$ cat config.mk
export PLATFORM = sky130hd
export DESIGN_NAME = adc_window_filtered_channel_average_unit
export DESIGN_NICKNAME = d
export VERILOG_FILES = /design/src/design/awfca_pkg.sv /design/src/design/awfca_front.sv /design/src/design/awfca_queue.sv /design/src/design/awfca_back.sv /design/src/design/adc_window_filtered_channel_average_unit.sv
export SDC_FILE = /design/constraint.sdc
export NUM_CORES = 1
export LEC_CHECK = 0
export CAP_MARGIN = 20
export CORE_MARGIN = 2
export CORE_UTILIZATION = 40
export CTS_BUF_LIST = sky130_fd_sc_hd__clkbuf_8
export CTS_CLUSTER_SIZE = 40
export DETAILED_ROUTE_END_ITERATION = 7
export DONT_BUFFER_PORTS = 1
export GPL_TIMING_DRIVEN = 1
export MAX_ROUTING_LAYER = met4
export PLACE_DENSITY = 0.54
export SYNTH_ARGS = -nofsm -noshare
export SYNTH_HDL_FRONTEND = slang
export SYNTH_HIERARCHICAL = 1
export SYNTH_SLANG_ARGS = --single-unit
export TNS_END_PERCENT = 30
$ cat constraint.sdc
create_clock -name i_clk -period 12.4 [get_ports i_clk]
set_input_delay 2.48 -clock i_clk [delete_from_list [all_inputs] [get_ports i_clk]]
set_output_delay 2.48 -clock i_clk [all_outputs]
set_load 0.02 [all_outputs]
$ cat src/design/awfca_pkg.sv
// ----------------------------------------------------------------------------
// awfca_pkg
// Shared types and constants for the channel block averager.
// ----------------------------------------------------------------------------
package awfca_pkg;

    localparam int CHAN_W     = 3;
    localparam int SMP_W      = 12;
    localparam int SUM_W      = 21;
    localparam int CNT_W      = 10;
    localparam int MASK_W     = 6;
    localparam int OHM_W      = 8;
    localparam int CFG_IDX_W  = 3;
    localparam int CFG_DATA_W = 12;
    localparam int PROD_W     = 2 * SMP_W;

    localparam logic [SUM_W-1:0] SUM_MAX    = {SUM_W{1'b1}};
    localparam logic [CNT_W-1:0] CNT_MAX    = {CNT_W{1'b1}};
    localparam logic [SMP_W-1:0] FULL_SCALE = 12'd4095;

    localparam logic [CFG_IDX_W-1:0] REG_FILTER_MASK = 3'd0;
    localparam logic [CFG_IDX_W-1:0] REG_LIMIT_LOW   = 3'd1;
    localparam logic [CFG_IDX_W-1:0] REG_LIMIT_HIGH  = 3'd2;
    localparam logic [CFG_IDX_W-1:0] REG_VREF_MV     = 3'd3;
    localparam logic [CFG_IDX_W-1:0] REG_OHM_OFFSET  = 3'd4;

    localparam logic [MASK_W-1:0] RST_FILTER_MASK = 6'd0;
    localparam logic [SMP_W-1:0]  RST_LIMIT_LOW   = 12'd700;
    localparam logic [SMP_W-1:0]  RST_LIMIT_HIGH  = 12'd3657;
    localparam logic [SMP_W-1:0]  RST_VREF_MV     = 12'd3359;
    localparam logic [OHM_W-1:0]  RST_OHM_OFFSET  = 8'd60;

    localparam int QUEUE_DEPTH = 4;
    localparam int QPTR_W      = $clog2(QUEUE_DEPTH);
    localparam int DIV_STEPS   = SUM_W;
    localparam int STEP_W      = $clog2(DIV_STEPS);

    typedef struct packed {
        logic [MASK_W-1:0] filter_mask;
        logic [SMP_W-1:0]  limit_low;
        logic [SMP_W-1:0]  limit_high;
        logic [SMP_W-1:0]  vref_mv;
        logic [OHM_W-1:0]  ohm_offset;
    } t_cfg;

    typedef struct packed {
        logic [CHAN_W-1:0] chan;
        logic [SUM_W-1:0]  sum;
        logic [CNT_W-1:0]  cnt;
    } t_job;

    typedef enum logic [1:0] {
        BK_IDLE,
        BK_DIV,
        BK_MUL,
        BK_SCALE
    } t_back_state;

endpackage

$ cat src/design/awfca_front.sv
// ----------------------------------------------------------------------------
// awfca_front
// Takes sample beats, applies the range filter and accumulates per channel;
// on a block end it hands the channel's sum and count to the job queue.
// ----------------------------------------------------------------------------
module awfca_front #(
    parameter int NUM_CHANNELS = 6
) (
    input  logic                          i_clk,
    input  logic                          i_rst_n,
    input  awfca_pkg::t_cfg               i_cfg,
    input  logic                          i_valid,
    output logic                          o_ready,
    input  logic [awfca_pkg::CHAN_W-1:0]  i_chan,
    input  logic [awfca_pkg::SMP_W-1:0]   i_sample,
    input  logic                          i_last,
    input  logic                          i_q_full,
    output logic                          o_push,
    output awfca_pkg::t_job               o_job
);

    localparam int CH_W = (NUM_CHANNELS > 1) ? $clog2(NUM_CHANNELS) : 1;

    logic [awfca_pkg::SUM_W-1:0] r_sum [NUM_CHANNELS];
    logic [awfca_pkg::CNT_W-1:0] r_cnt [NUM_CHANNELS];

    logic [CH_W-1:0]             w_idx;
    logic                        w_chan_ok;
    logic                        w_filtered;
    logic                        w_in_range;
    logic [awfca_pkg::SUM_W:0]   w_sum_ext;
    logic                        w_add;
    logic [awfca_pkg::SUM_W-1:0] n_sum;
    logic [awfca_pkg::CNT_W-1:0] n_cnt;
    logic                        w_fire;

    assign o_ready    = !i_q_full;
    assign w_idx      = CH_W'(i_chan);
    assign w_chan_ok  = int'(i_chan) < NUM_CHANNELS;
    assign w_filtered = (int'(i_chan) < awfca_pkg::MASK_W) && i_cfg.filter_mask[i_chan];
    assign w_in_range = (i_sample > i_cfg.limit_low) && (i_sample < i_cfg.limit_high);
    assign w_sum_ext  = {1'b0, r_sum[w_idx]} + (awfca_pkg::SUM_W+1)'(i_sample);
    assign w_add      = (!w_filtered || w_in_range)
                      && (r_cnt[w_idx] != awfca_pkg::CNT_MAX)
                      && (w_sum_ext <= {1'b0, awfca_pkg::SUM_MAX});
    assign n_sum      = w_add ? w_sum_ext[awfca_pkg::SUM_W-1:0] : r_sum[w_idx];
    assign n_cnt      = w_add ? r_cnt[w_idx] + 1'b1 : r_cnt[w_idx];
    assign w_fire     = i_valid && o_ready && w_chan_ok;

    assign o_push     = w_fire && i_last;
    assign o_job.chan = i_chan;
    assign o_job.sum  = n_sum;
    assign o_job.cnt  = n_cnt;

    always_ff @(posedge i_clk) begin
        if (!i_rst_n) begin
            for (int i = 0; i < NUM_CHANNELS; i++) begin
                r_sum[i] <= '0;
                r_cnt[i] <= '0;
            end
        end else if (w_fire) begin
            if (i_last) begin
                r_sum[w_idx] <= '0;
                r_cnt[w_idx] <= '0;
            end else begin
                r_sum[w_idx] <= n_sum;
                r_cnt[w_idx] <= n_cnt;
            end
        end
    end

endmodule

$ cat src/design/awfca_queue.sv
// ----------------------------------------------------------------------------
// awfca_queue
// Short job queue between the accumulating front and the dividing back.
// ----------------------------------------------------------------------------
module awfca_queue (
    input  logic             i_clk,
    input  logic             i_rst_n,
    input  logic             i_push,
    input  awfca_pkg::t_job  i_job,
    input  logic             i_pop,
    output awfca_pkg::t_job  o_job,
    output logic             o_full,
    output logic             o_empty
);

    awfca_pkg::t_job r_mem [awfca_pkg::QUEUE_DEPTH];

    logic [awfca_pkg::QPTR_W-1:0] r_wr_ptr;
    logic [awfca_pkg::QPTR_W-1:0] r_rd_ptr;
    logic [awfca_pkg::QPTR_W:0]   r_fill;

    assign o_full  = r_fill == (awfca_pkg::QPTR_W+1)'(awfca_pkg::QUEUE_DEPTH);
    assign o_empty = r_fill == '0;
    assign o_job   = r_mem[r_rd_ptr];

    always_ff @(posedge i_clk) begin
        if (i_push) begin
            r_mem[r_wr_ptr] <= i_job;
        end
    end

    always_ff @(posedge i_clk) begin
        if (!i_rst_n) begin
            r_wr_ptr <= '0;
            r_rd_ptr <= '0;
            r_fill   <= '0;
        end else begin
            if (i_push) begin
                r_wr_ptr <= r_wr_ptr + 1'b1;
            end
            if (i_pop) begin
                r_rd_ptr <= r_rd_ptr + 1'b1;
            end
            if (i_push && !i_pop) begin
                r_fill <= r_fill + 1'b1;
            end else if (i_pop && !i_push) begin
                r_fill <= r_fill - 1'b1;
            end
        end
    end

endmodule

$ cat src/design/awfca_back.sv
// ----------------------------------------------------------------------------
// awfca_back
// Divides a finished block's sum by its count one bit a cycle, keeps the
// channel averages, scales to millivolts and ohms and holds the result beat.
// ----------------------------------------------------------------------------
module awfca_back #(
    parameter int NUM_CHANNELS = 6
) (
    input  logic                          i_clk,
    input  logic                          i_rst_n,
    input  awfca_pkg::t_cfg               i_cfg,
    input  logic                          i_q_empty,
    input  awfca_pkg::t_job               i_job,
    output logic                          o_pop,
    output logic                          o_valid,
    input  logic                          i_ready,
    output logic [awfca_pkg::CHAN_W-1:0]  o_chan,
    output logic [awfca_pkg::SMP_W-1:0]   o_average,
    output logic [awfca_pkg::SMP_W-1:0]   o_millivolts,
    output logic [awfca_pkg::SMP_W-1:0]   o_resistance,
    output logic                          o_fresh
);

    localparam int CH_W = (NUM_CHANNELS > 1) ? $clog2(NUM_CHANNELS) : 1;
    localparam int SW   = awfca_pkg::SMP_W;
    localparam int PW   = awfca_pkg::PROD_W;

    awfca_pkg::t_back_state r_state;
    awfca_pkg::t_back_state n_state;

    logic [SW-1:0]                    r_avg [NUM_CHANNELS];
    logic [awfca_pkg::CHAN_W-1:0]     r_chan;
    logic                             r_fresh;
    logic [awfca_pkg::SUM_W-1:0]      r_dvd;
    logic [awfca_pkg::CNT_W-1:0]      r_div;
    logic [awfca_pkg::CNT_W-1:0]      r_rem;
    logic [awfca_pkg::STEP_W-1:0]     r_step;
    logic [SW-1:0]                    r_cur_avg;
    logic [PW-1:0]                    r_prod;
    logic                             r_out_valid;
    logic [awfca_pkg::CHAN_W-1:0]     r_out_chan;
    logic [SW-1:0]                    r_out_avg;
    logic [SW-1:0]                    r_out_mv;
    logic [SW-1:0]                    r_out_ohm;
    logic                             r_out_fresh;

    logic [awfca_pkg::CNT_W:0]        w_trial;
    logic                             w_ge;
    logic [awfca_pkg::CNT_W:0]        w_rem_sub;
    logic                             w_div_done;
    logic [awfca_pkg::SUM_W-1:0]      w_quo;
    logic [PW:0]                      w_q_sum;
    logic [SW:0]                      w_q0;
    logic [PW:0]                      w_q0_mul;
    logic [PW:0]                      w_r;
    logic [SW-1:0]                    w_mv;
    logic [SW:0]                      w_ohm;
    logic                             w_out_free;
    logic                             w_load_out;
    logic                             w_start;

    assign w_trial    = {r_rem, r_dvd[awfca_pkg::SUM_W-1]};
    assign w_ge       = w_trial >= {1'b0, r_div};
    assign w_rem_sub  = w_trial - {1'b0, r_div};
    assign w_div_done = r_step == awfca_pkg::STEP_W'(awfca_pkg::DIV_STEPS - 1);
    assign w_quo      = {r_dvd[awfca_pkg::SUM_W-2:0], w_ge};

    // divide by 4095: estimate from the 4096 split, then one correction
    assign w_q_sum  = (PW+1)'(r_prod) + (PW+1)'(r_prod >> SW);
    assign w_q0     = w_q_sum[PW:SW];
    assign w_q0_mul = ((PW+1)'(w_q0) << SW) - (PW+1)'(w_q0);
    assign w_r      = (PW+1)'(r_prod) - w_q0_mul;
    assign w_mv     = (w_r >= (PW+1)'(awfca_pkg::FULL_SCALE)) ? SW'(w_q0 + 1'b1) : SW'(w_q0);
    assign w_ohm    = (SW+1)'(w_mv >> 1) + (SW+1)'(i_cfg.ohm_offset);

    assign w_out_free = !r_out_valid || i_ready;

    always_comb begin
        n_state = r_state;
        unique case (r_state)
            awfca_pkg::BK_IDLE: begin
                if (!i_q_empty) begin
                    n_state = (i_job.cnt != '0) ? awfca_pkg::BK_DIV : awfca_pkg::BK_MUL;
                end
            end
            awfca_pkg::BK_DIV: begin
                if (w_div_done) begin
                    n_state = awfca_pkg::BK_MUL;
                end
            end
            awfca_pkg::BK_MUL: begin
                n_state = awfca_pkg::BK_SCALE;
            end
            awfca_pkg::BK_SCALE: begin
                if (w_out_free) begin
                    n_state = awfca_pkg::BK_IDLE;
                end
            end
            default: begin
                n_state = awfca_pkg::BK_IDLE;
            end
        endcase
    end

    always_comb begin
        w_start    = 1'b0;
        w_load_out = 1'b0;
        unique case (r_state)
            awfca_pkg::BK_IDLE:  w_start    = !i_q_empty;
            awfca_pkg::BK_SCALE: w_load_out = w_out_free;
            default: begin
                w_start    = 1'b0;
                w_load_out = 1'b0;
            end
        endcase
    end

    assign o_pop = w_start;

    always_ff @(posedge i_clk) begin
        if (!i_rst_n) begin
            r_state     <= awfca_pkg::BK_IDLE;
            r_out_valid <= 1'b0;
            for (int i = 0; i < NUM_CHANNELS; i++) begin
                r_avg[i] <= '0;
            end
        end else begin
            r_state <= n_state;
            if (w_load_out) begin
                r_out_valid <= 1'b1;
            end else if (i_ready) begin
                r_out_valid <= 1'b0;
            end
            if (r_state == awfca_pkg::BK_DIV && w_div_done) begin
                r_avg[CH_W'(r_chan)] <= w_quo[SW-1:0];
            end
        end
    end

    always_ff @(posedge i_clk) begin
        if (w_start) begin
            r_chan    <= i_job.chan;
            r_fresh   <= i_job.cnt != '0;
            r_dvd     <= i_job.sum;
            r_div     <= i_job.cnt;
            r_rem     <= '0;
            r_step    <= '0;
            r_cur_avg <= r_avg[CH_W'(i_job.chan)];
        end
        if (r_state == awfca_pkg::BK_DIV) begin
            r_dvd  <= w_quo;
            r_rem  <= w_ge ? w_rem_sub[awfca_pkg::CNT_W-1:0] : w_trial[awfca_pkg::CNT_W-1:0];
            r_step <= r_step + 1'b1;
            if (w_div_done) begin
                r_cur_avg <= w_quo[SW-1:0];
            end
        end
        if (r_state == awfca_pkg::BK_MUL) begin
            r_prod <= r_cur_avg * i_cfg.vref_mv;
        end
        if (w_load_out) begin
            r_out_chan  <= r_chan;
            r_out_avg   <= r_cur_avg;
            r_out_mv    <= w_mv;
            r_out_ohm   <= w_ohm[SW-1:0];
            r_out_fresh <= r_fresh;
        end
    end

    assign o_valid      = r_out_valid;
    assign o_chan       = r_out_chan;
    assign o_average    = r_out_avg;
    assign o_millivolts = r_out_mv;
    assign o_resistance = r_out_ohm;
    assign o_fresh      = r_out_fresh;

endmodule

$ cat src/design/adc_window_filtered_channel_average_unit.sv
// ----------------------------------------------------------------------------
// adc_window_filtered_channel_average_unit
// Per-channel block averager for interleaved converter samples with an
// optional range filter and millivolt / ohm scaling.
// ----------------------------------------------------------------------------
// Input beats carry a channel and a sample; tlast marks that channel's last
// sample of a block. A beat with a channel at or above NUM_CHANNELS is taken
// and dropped. The front takes one beat per cycle and stalls only while the
// four-entry job queue is full.
// A block end queues the channel's sum and count; the back turns each job
// into one result beat. A block with accepted samples runs a bit-serial
// divide, then the multiply and scale states load the output register; a
// block with nothing accepted keeps the old average and skips the divide.
// The back handles one job at a time, bounded by the divider.
// The result beat sits in an output register; while the receiver stalls the
// back waits with its job and the queue keeps filling, then tready drops.
// Reset clears all sums, counts and averages and loads the register
// defaults. Configuration writes take effect at the next clock edge.
// ----------------------------------------------------------------------------
module adc_window_filtered_channel_average_unit #(
    parameter int NUM_CHANNELS = 6
) (
    input  logic                              i_clk,
    input  logic                              i_rst_n,
    input  logic                              i_cfg_we,
    input  logic [awfca_pkg::CFG_IDX_W-1:0]   i_cfg_idx,
    input  logic [awfca_pkg::CFG_DATA_W-1:0]  i_cfg_wdata,
    input  logic                              s_axis_tvalid,
    output logic                              s_axis_tready,
    input  logic [15:0]                       s_axis_tdata,  // chan, sample, pad
    input  logic                              s_axis_tlast,  // block_end
    output logic                              m_axis_tvalid,
    input  logic                              m_axis_tready,
    output logic [39:0]                       m_axis_tdata,  // out_chan, average,
                                                             // millivolts, resistance, pad
    output logic                              m_axis_tuser   // fresh
);

    awfca_pkg::t_cfg r_cfg;
    awfca_pkg::t_job w_push_job;
    awfca_pkg::t_job w_head_job;

    logic                              w_push;
    logic                              w_pop;
    logic                              w_full;
    logic                              w_empty;
    logic [awfca_pkg::CHAN_W-1:0]      w_out_chan;
    logic [awfca_pkg::SMP_W-1:0]       w_out_avg;
    logic [awfca_pkg::SMP_W-1:0]       w_out_mv;
    logic [awfca_pkg::SMP_W-1:0]       w_out_ohm;

    always_ff @(posedge i_clk) begin
        if (!i_rst_n) begin
            r_cfg.filter_mask <= awfca_pkg::RST_FILTER_MASK;
            r_cfg.limit_low   <= awfca_pkg::RST_LIMIT_LOW;
            r_cfg.limit_high  <= awfca_pkg::RST_LIMIT_HIGH;
            r_cfg.vref_mv     <= awfca_pkg::RST_VREF_MV;
            r_cfg.ohm_offset  <= awfca_pkg::RST_OHM_OFFSET;
        end else if (i_cfg_we) begin
            unique case (i_cfg_idx)
                awfca_pkg::REG_FILTER_MASK: r_cfg.filter_mask <= i_cfg_wdata[awfca_pkg::MASK_W-1:0];
                awfca_pkg::REG_LIMIT_LOW:   r_cfg.limit_low   <= i_cfg_wdata;
                awfca_pkg::REG_LIMIT_HIGH:  r_cfg.limit_high  <= i_cfg_wdata;
                awfca_pkg::REG_VREF_MV:     r_cfg.vref_mv     <= i_cfg_wdata;
                awfca_pkg::REG_OHM_OFFSET:  r_cfg.ohm_offset  <= i_cfg_wdata[awfca_pkg::OHM_W-1:0];
                default: begin
                end
            endcase
        end
    end

    awfca_front #(
        .NUM_CHANNELS (NUM_CHANNELS)
    ) u_front (
        .i_clk    (i_clk),
        .i_rst_n  (i_rst_n),
        .i_cfg    (r_cfg),
        .i_valid  (s_axis_tvalid),
        .o_ready  (s_axis_tready),
        .i_chan   (s_axis_tdata[2:0]),
        .i_sample (s_axis_tdata[14:3]),
        .i_last   (s_axis_tlast),
        .i_q_full (w_full),
        .o_push   (w_push),
        .o_job    (w_push_job)
    );

    awfca_queue u_queue (
        .i_clk   (i_clk),
        .i_rst_n (i_rst_n),
        .i_push  (w_push),
        .i_job   (w_push_job),
        .i_pop   (w_pop),
        .o_job   (w_head_job),
        .o_full  (w_full),
        .o_empty (w_empty)
    );

    awfca_back #(
        .NUM_CHANNELS (NUM_CHANNELS)
    ) u_back (
        .i_clk        (i_clk),
        .i_rst_n      (i_rst_n),
        .i_cfg        (r_cfg),
        .i_q_empty    (w_empty),
        .i_job        (w_head_job),
        .o_pop        (w_pop),
        .o_valid      (m_axis_tvalid),
        .i_ready      (m_axis_tready),
        .o_chan       (w_out_chan),
        .o_average    (w_out_avg),
        .o_millivolts (w_out_mv),
        .o_resistance (w_out_ohm),
        .o_fresh      (m_axis_tuser)
    );

    assign m_axis_tdata = {1'b0, w_out_ohm, w_out_mv, w_out_avg, w_out_chan};

    a_no_push_full: assert property (@(posedge i_clk) disable iff (!i_rst_n)
        w_push |-> !w_full)
        else $error("job pushed into full queue");

    a_no_pop_empty: assert property (@(posedge i_clk) disable iff (!i_rst_n)
        w_pop |-> !w_empty)
        else $error("job popped from empty queue");

    a_push_lands: assert property (@(posedge i_clk) disable iff (!i_rst_n)
        w_push |=> !w_empty)
        else $error("queued job lost");

endmodule
======== Word-level counts from Yosys, hierarchy flattened ========
Memories as Yosys holds them, arrays and structs flattened. A register that Yosys moved wholly into a read port is not among the register bits.
Index checks and enable logic that the tools add are counted.
operators by class
  reduce and logical (&&, ||, !) cells .... 34
  multipliers ............................. 1
  $lt $le $gt $ge ......................... 7
  bitwise gates (word level) .............. 2
  equal/unequal tests ..................... 13
  $add $sub $neg .......................... 13
  mux-type cells .......................... 53
operator list
  cell                   number
  $mux 21                5
  $mux 10                6
  $mux 12                5
  $add 24x12->25         1
  $ge 25x12->1 const B   1
  $sub 24x25->25         1
  $sub 25x13->25         1
  $mul 12x12->24         1
  $add 21x12->22         1
  $le 22x21->1 const B   1
  $mux 1                 22
  $reduce_or 21->1       1
  $mux 3                 5
  $add 11x8->12          1
  $add 12x1->12 const B  1
  $gt 12x12->1           1
  $lt 12x12->1           1
  $mux 2                 6
  $reduce_or 12->1       1
  $ge 11x10->1           1
  $add 10x1->10 const B  1
  $logic_and 1x1->1      10
  $mux 5                 2
  $ne 10x10->1 const B   1
  other kinds (27)       46
word-level totals
  input bits .............................. 37
  word-level logic and storage cells ...... 150
  memories kept ........................... 4
  flip-flop bits (word level) ............. 186
  RAM bits ................................ 394
memories
  name           depth  width  read ports  clocked after Yosys merged registers in  write ports  RTL line           source
  u_queue.r_mem  4      34     1           1                                        1            awfca_queue.sv:16  awfca_pkg::t_job r_mem [awfca_pkg::QUEUE_DEPTH];
  u_front.r_sum  6      21     1           0                                        6            awfca_front.sv:24  logic [awfca_pkg::SUM_W-1:0] r_sum [NUM_CHANNELS];
  u_back.r_avg   6      12     1           0                                        6            awfca_back.sv:31   logic [SW-1:0] r_avg [NUM_CHANNELS];
  u_front.r_cnt  6      10     1           0                                        6            awfca_front.sv:25  logic [awfca_pkg::CNT_W-1:0] r_cnt [NUM_CHANNELS];

======== Longest topological paths before layout ========
  depth in word-level cells ............... 10
  mapped depth ............................ 38
  mapped depth without buffers ............ 36

======== Hierarchy ========
Netlist, hierarchy kept.
modules (own cells, without submodules)
  module                                    instances  sequential area each (um^2)  area an instance (um^2)  cells an instance
  awfca_back                                1          6,606.3                      16,678.5                 1,558
  awfca_front                               1          7,447.1                      12,420.7                 908
  awfca_queue                               1          4,264.1                      5,400.2                  221
  adc_window_filtered_channel_average_unit  1          1,001.0                      2,023.2                  197

======== Least setup slack after synthesis ========
Ideal clock, no wire load.
  path kind ............................... reg-to-reg
  from .................................... register u_back.r_prod[17]
  to ...................................... register u_back.r_out_ohm[10] (netlist: u_back/o_resistance[10]), data pin
  slack ................................... 4,897 ps
  stages on the path, launching flop included .. 39
  library setup time ...................... 262 ps
  arrival time ............................ 7,241 ps
  buffers on the path ..................... 2
  path through ............................ edfxtp_1 ha_1 a21o_1 a2111oi_0 nand3_1 a21oi_2 nor2b_1 nor2b_1 and2_1 and3_1 and3_1 and2_1 ha_1 inv_1 ha_1 inv_1 ha_1 clkbuf_1 (+3 left out) a21boi_0 o32ai_2 nor4b_1 and4b_1 buf_6 mux2_2 ha_1 inv_1 fa_1 inv_1 a21oi_1 o21bai_1 a21o_1 a21o_1 a21o_1 a21oi_1 a221oi_2 xnor2_1
between the ends
  longest elaborated chain between the ends .. 6
  elaborated cells between the ends (all ways) .. 7
ends and longest elaborated chain
  element                     RTL line           source
  from (decl)                 awfca_back.sv:39   logic [PW-1:0] r_prod;
  from (signal assigned)      awfca_back.sv:159  r_prod <= r_cur_avg * i_cfg.vref_mv;
  $add 24x12->25              awfca_back.sv:69   assign w_q_sum = (PW+1)'(r_prod) + (PW+1)'(r_prod >> SW);
  $sub 25x13->25              awfca_back.sv:71   assign w_q0_mul = ((PW+1)'(w_q0) << SW) - (PW+1)'(w_q0);
  $sub 24x25->25              awfca_back.sv:72   assign w_r = (PW+1)'(r_prod) - w_q0_mul;
  $ge 25x12->1                awfca_back.sv:73   assign w_mv = (w_r >= (PW+1)'(awfca_pkg::FULL_SCALE)) ? SW'(w_q0 + 1'b1) : SW'(w_q0);
  $mux 12 *                   awfca_back.sv:73
  named net u_back.w_mv[1]    awfca_back.sv:56   logic [SW-1:0] w_mv;
  $add 11x8->12 *             awfca_back.sv:74   assign w_ohm = (SW+1)'(w_mv >> 1) + (SW+1)'(i_cfg.ohm_offset);
  named net u_back.w_ohm[10]  awfca_back.sv:57   logic [SW:0] w_ohm;
  to (signal assigned)        awfca_back.sv:165  r_out_ohm <= w_ohm[SW-1:0];
  to (decl)                   awfca_back.sv:44   logic [SW-1:0] r_out_ohm;
The timed path passes the listed nets; every way through them passes the cells marked *.
A chain may end at the register's enable or synchronous reset.

======== Worst setup path in the final report ========
Same ends and word-level chain as after synthesis.

==> run metrics <==
Max H-tree Level 3; Final Slew Violations 0; post-layout min period 8.51 ns; part of the cycle the worst path needs 0.687; area inside the core boundary 90,300 µm²; startpoint class of the critical path register; mean post-synth cell area 12.7 µm²; async set-or-reset flop fraction in the synthesized netlist 0; via count of the first global-routing pass 23,600; DIE AREA 93,700 µm²; Buf/Inv on CP 4; Critical Path Start u_back/r_prod[17]; Initial DRT Pass Iterations 6; Post-CTS Hold Fix Bufs 0; Hold WC Path Type reg2reg; cell family with most CP delay compound AO/OA/AOI/OAI gates; Fill cells 8,370; transition time at the pin with the least slew margin 1.01 ns; Detailed Route WL 86.3 mm; CTS buffer count 112; global-route wire length before repair 135 mm; FMAX 0.117 GHz; result of the run complete, no violations; setup repair after global routing missed its margin false; Worst EP arrival 8.99 ns; Top Ports 80; Starting DRT DRC Count 1,562; most common cell after layout, fill and taps aside edfxtp_1; headroom to the max-slew limit 0.309; antenna violations before repair 5; ratio of cells with drive above 1 in the final layout 0.124; CP dominant cell by count ha_1; final worst clock skew 0.0667 ns; clock root buffer clkbuf_8; total number of vias 22,700; all-layer global routing usage 0.191; CTS Sinks 668; EDFF count, synth 594; final RePlAce weighted congestion 0.871; DIE WIDTH 306 µm; cell depth of the worst min-delay path 0; # DRC 0; Setup-failing EPs final 0; Synth-to-Final Area Change 9.71%; kind of capture point of the worst setup path register; Max FO, Critical Path 10; insertion delay to the later sink of the worst-skew pair 0.74 ns; count of state elements after synthesis 668; Setup Crit Path Kind reg2reg; post-CTS setup buffer count 0; GRT overflow 0; maximum number of pins on one net before global-route repair 105; HP Start u_back/r_fresh; sequential area share after synthesis 0.529; total of cells resized after clock tree synthesis 0; clock-pin slew on the worst setup and hold paths 0.07 ns; number of port buffers 0; total count of hold-check failures in the final report 0; area of the mapped netlist 36,500 µm²; cells after synthesis 2,884; reg-to-reg critical path startpoint u_back/r_prod[17]; worst-path cell with the longest stage delay edfxtp_1; data required time at the worst endpoint 12.88 ns; Max-cap violations 0; TritonCTS clock tree done; layout net count 3,283; wire per inst 20.4 µm; number of logic stages on the critical path including buffering 36; FF-to-FF path depth 36; most instantiated flip-flop cell in the synthesis netlist edfxtp_1; Final ANT Viol Nets 0; setup tns final 0 ns; count of synthesis-stage warnings from yosys 6; Via density 5.38; initial core utilization 0.405; vertical die dimension 306 µm; count of standard-cell rows 110; Distinct cells, synth 105; biggest cell delay along the critical path 0.52 ns; Detailed Place HPWL 57.5 mm; top library cells by usage in the layout, fill and taps aside edfxtp_1 (594), inv_1 (309), nand2_1 (274), nor2_1 (233), ha_1 (186); worst-case clock buffer depth 3
==> cells in the mapped netlist (all sizes together) (35+ instances only) <==
cell	number	area [µm²]
mux4	115	2610
ha	186	2330
nor2b	58	370
o21ai	80	404
xnor2	58	516
nor3	113	571
and2	82	513
dfxtp	74	1480
a21oi	74	385
inv	259	972
nand2	275	1030
clkbuf	81	307
nor2	234	878
mux2i	101	1110
edfxtp	594	17800
fa	104	2080
nand3	35	180
buf	52	362
==> layout make-up <==
| class | count | area [µm²] | area share |
|---|---|---|---|
| diodes | 2 | 5.00 | 0.000125 |
| clock buffers | 125 | 1720 | 0.0429 |
| clock inverters | 84 | 443 | 0.0111 |
| inverters | 260 | 976 | 0.0244 |
| multi-input cells | 1884 | 15900 | 0.397 |
| flip-flops and latches | 668 | 19300 | 0.482 |
| well taps | 1176 | 1470 | 0.0367 |
| repair buffers | 30 | 228 | 0.00568 |
==> registers in the layout, summed over array words and instances, names as in the netlist, 3 cells and up, named ones only <==
signal               count
u_front/r_sum          168
u_queue/r_mem          136
u_back/r_avg            96
u_front/r_cnt           80
r_cfg                   50
u_back/r_prod           24
u_back/r_dvd            21
u_back/o_average        12
u_back/o_millivolts     12
u_back/o_resistance     12
u_back/r_cur_avg        12
u_back/r_div            10
u_back/r_rem            10
u_back/r_step            5
u_back/o_chan            3
u_back/r_chan            3
u_queue/r_fill           3
==> stage by stage <==
stage / setup WS, ns / utilization / hold slack (ns) / cells / area [µm²]
after floorplan: 4.90 / - / 0.400 / 2945 / 36800
after global placement: 3.93 / 0.419 / 0.415 / 4014 / 37900
after detailed placement: 3.89 / 0.419 / 0.414 / 4014 / 37900
after CTS: 3.91 / 0.443 / 0.423 / 4223 / 40000
after global routing: 3.22 / 0.444 / 0.439 / 4229 / 40100
final: 3.89 / 0.444 / 0.420 / 4229 / 40100
==> logic make-up after synthesis <==
logic type,share of synthesized area
other,0.000206
muxes,0.110
adders and majority gates,0.121
DFF,0.529
and+or+nand+nor,0.122
xor gates and xnor gates,0.0192
AOI/OAI and AO/OA,0.0546
buffers and inverters,0.0450
==> layer usage <==
| layer | GRT usage | share of wire | wire length, µm |
|---|---|---|---|
| met5 | - | 0 | 0 |
| met2 | 0.326 | 0.50 | 43500 |
| met3 | 0.0317 | 0.048 | 4160 |
| met4 | 0.0622 | 0.029 | 2490 |
| met1 | 0.232 | 0.42 | 36200 |
==> worst register-to-register path, delay by kind of cell (launching register included) <==
family	cells	cell delay, ns
flip-flops	1	0.52
adder cells (fa/ha/maj)	6	1.87
XOR/XNOR	1	0.15
AND/OR/NAND/NOR	10	2.19
buffers and inverters	4	0.27
AO/OA/AOI/OAI	14	2.91
multiplexers	1	0.40
==> final timing paths <==
| path | endpoint | slack [ns] |
|---|---|---|
| worst max register to register | u_back/o_resistance[10] | 3.89 |
| worst max-delay path | u_back/o_resistance[10] | 3.89 |
| worst min-delay path | u_back/o_fresh | 0.42 |
| worst min register to register | u_back/o_fresh | 0.42 |
Power is not shown: default switching activity piles up to over one toggle a cycle in this logic, so the estimate is an artifact.
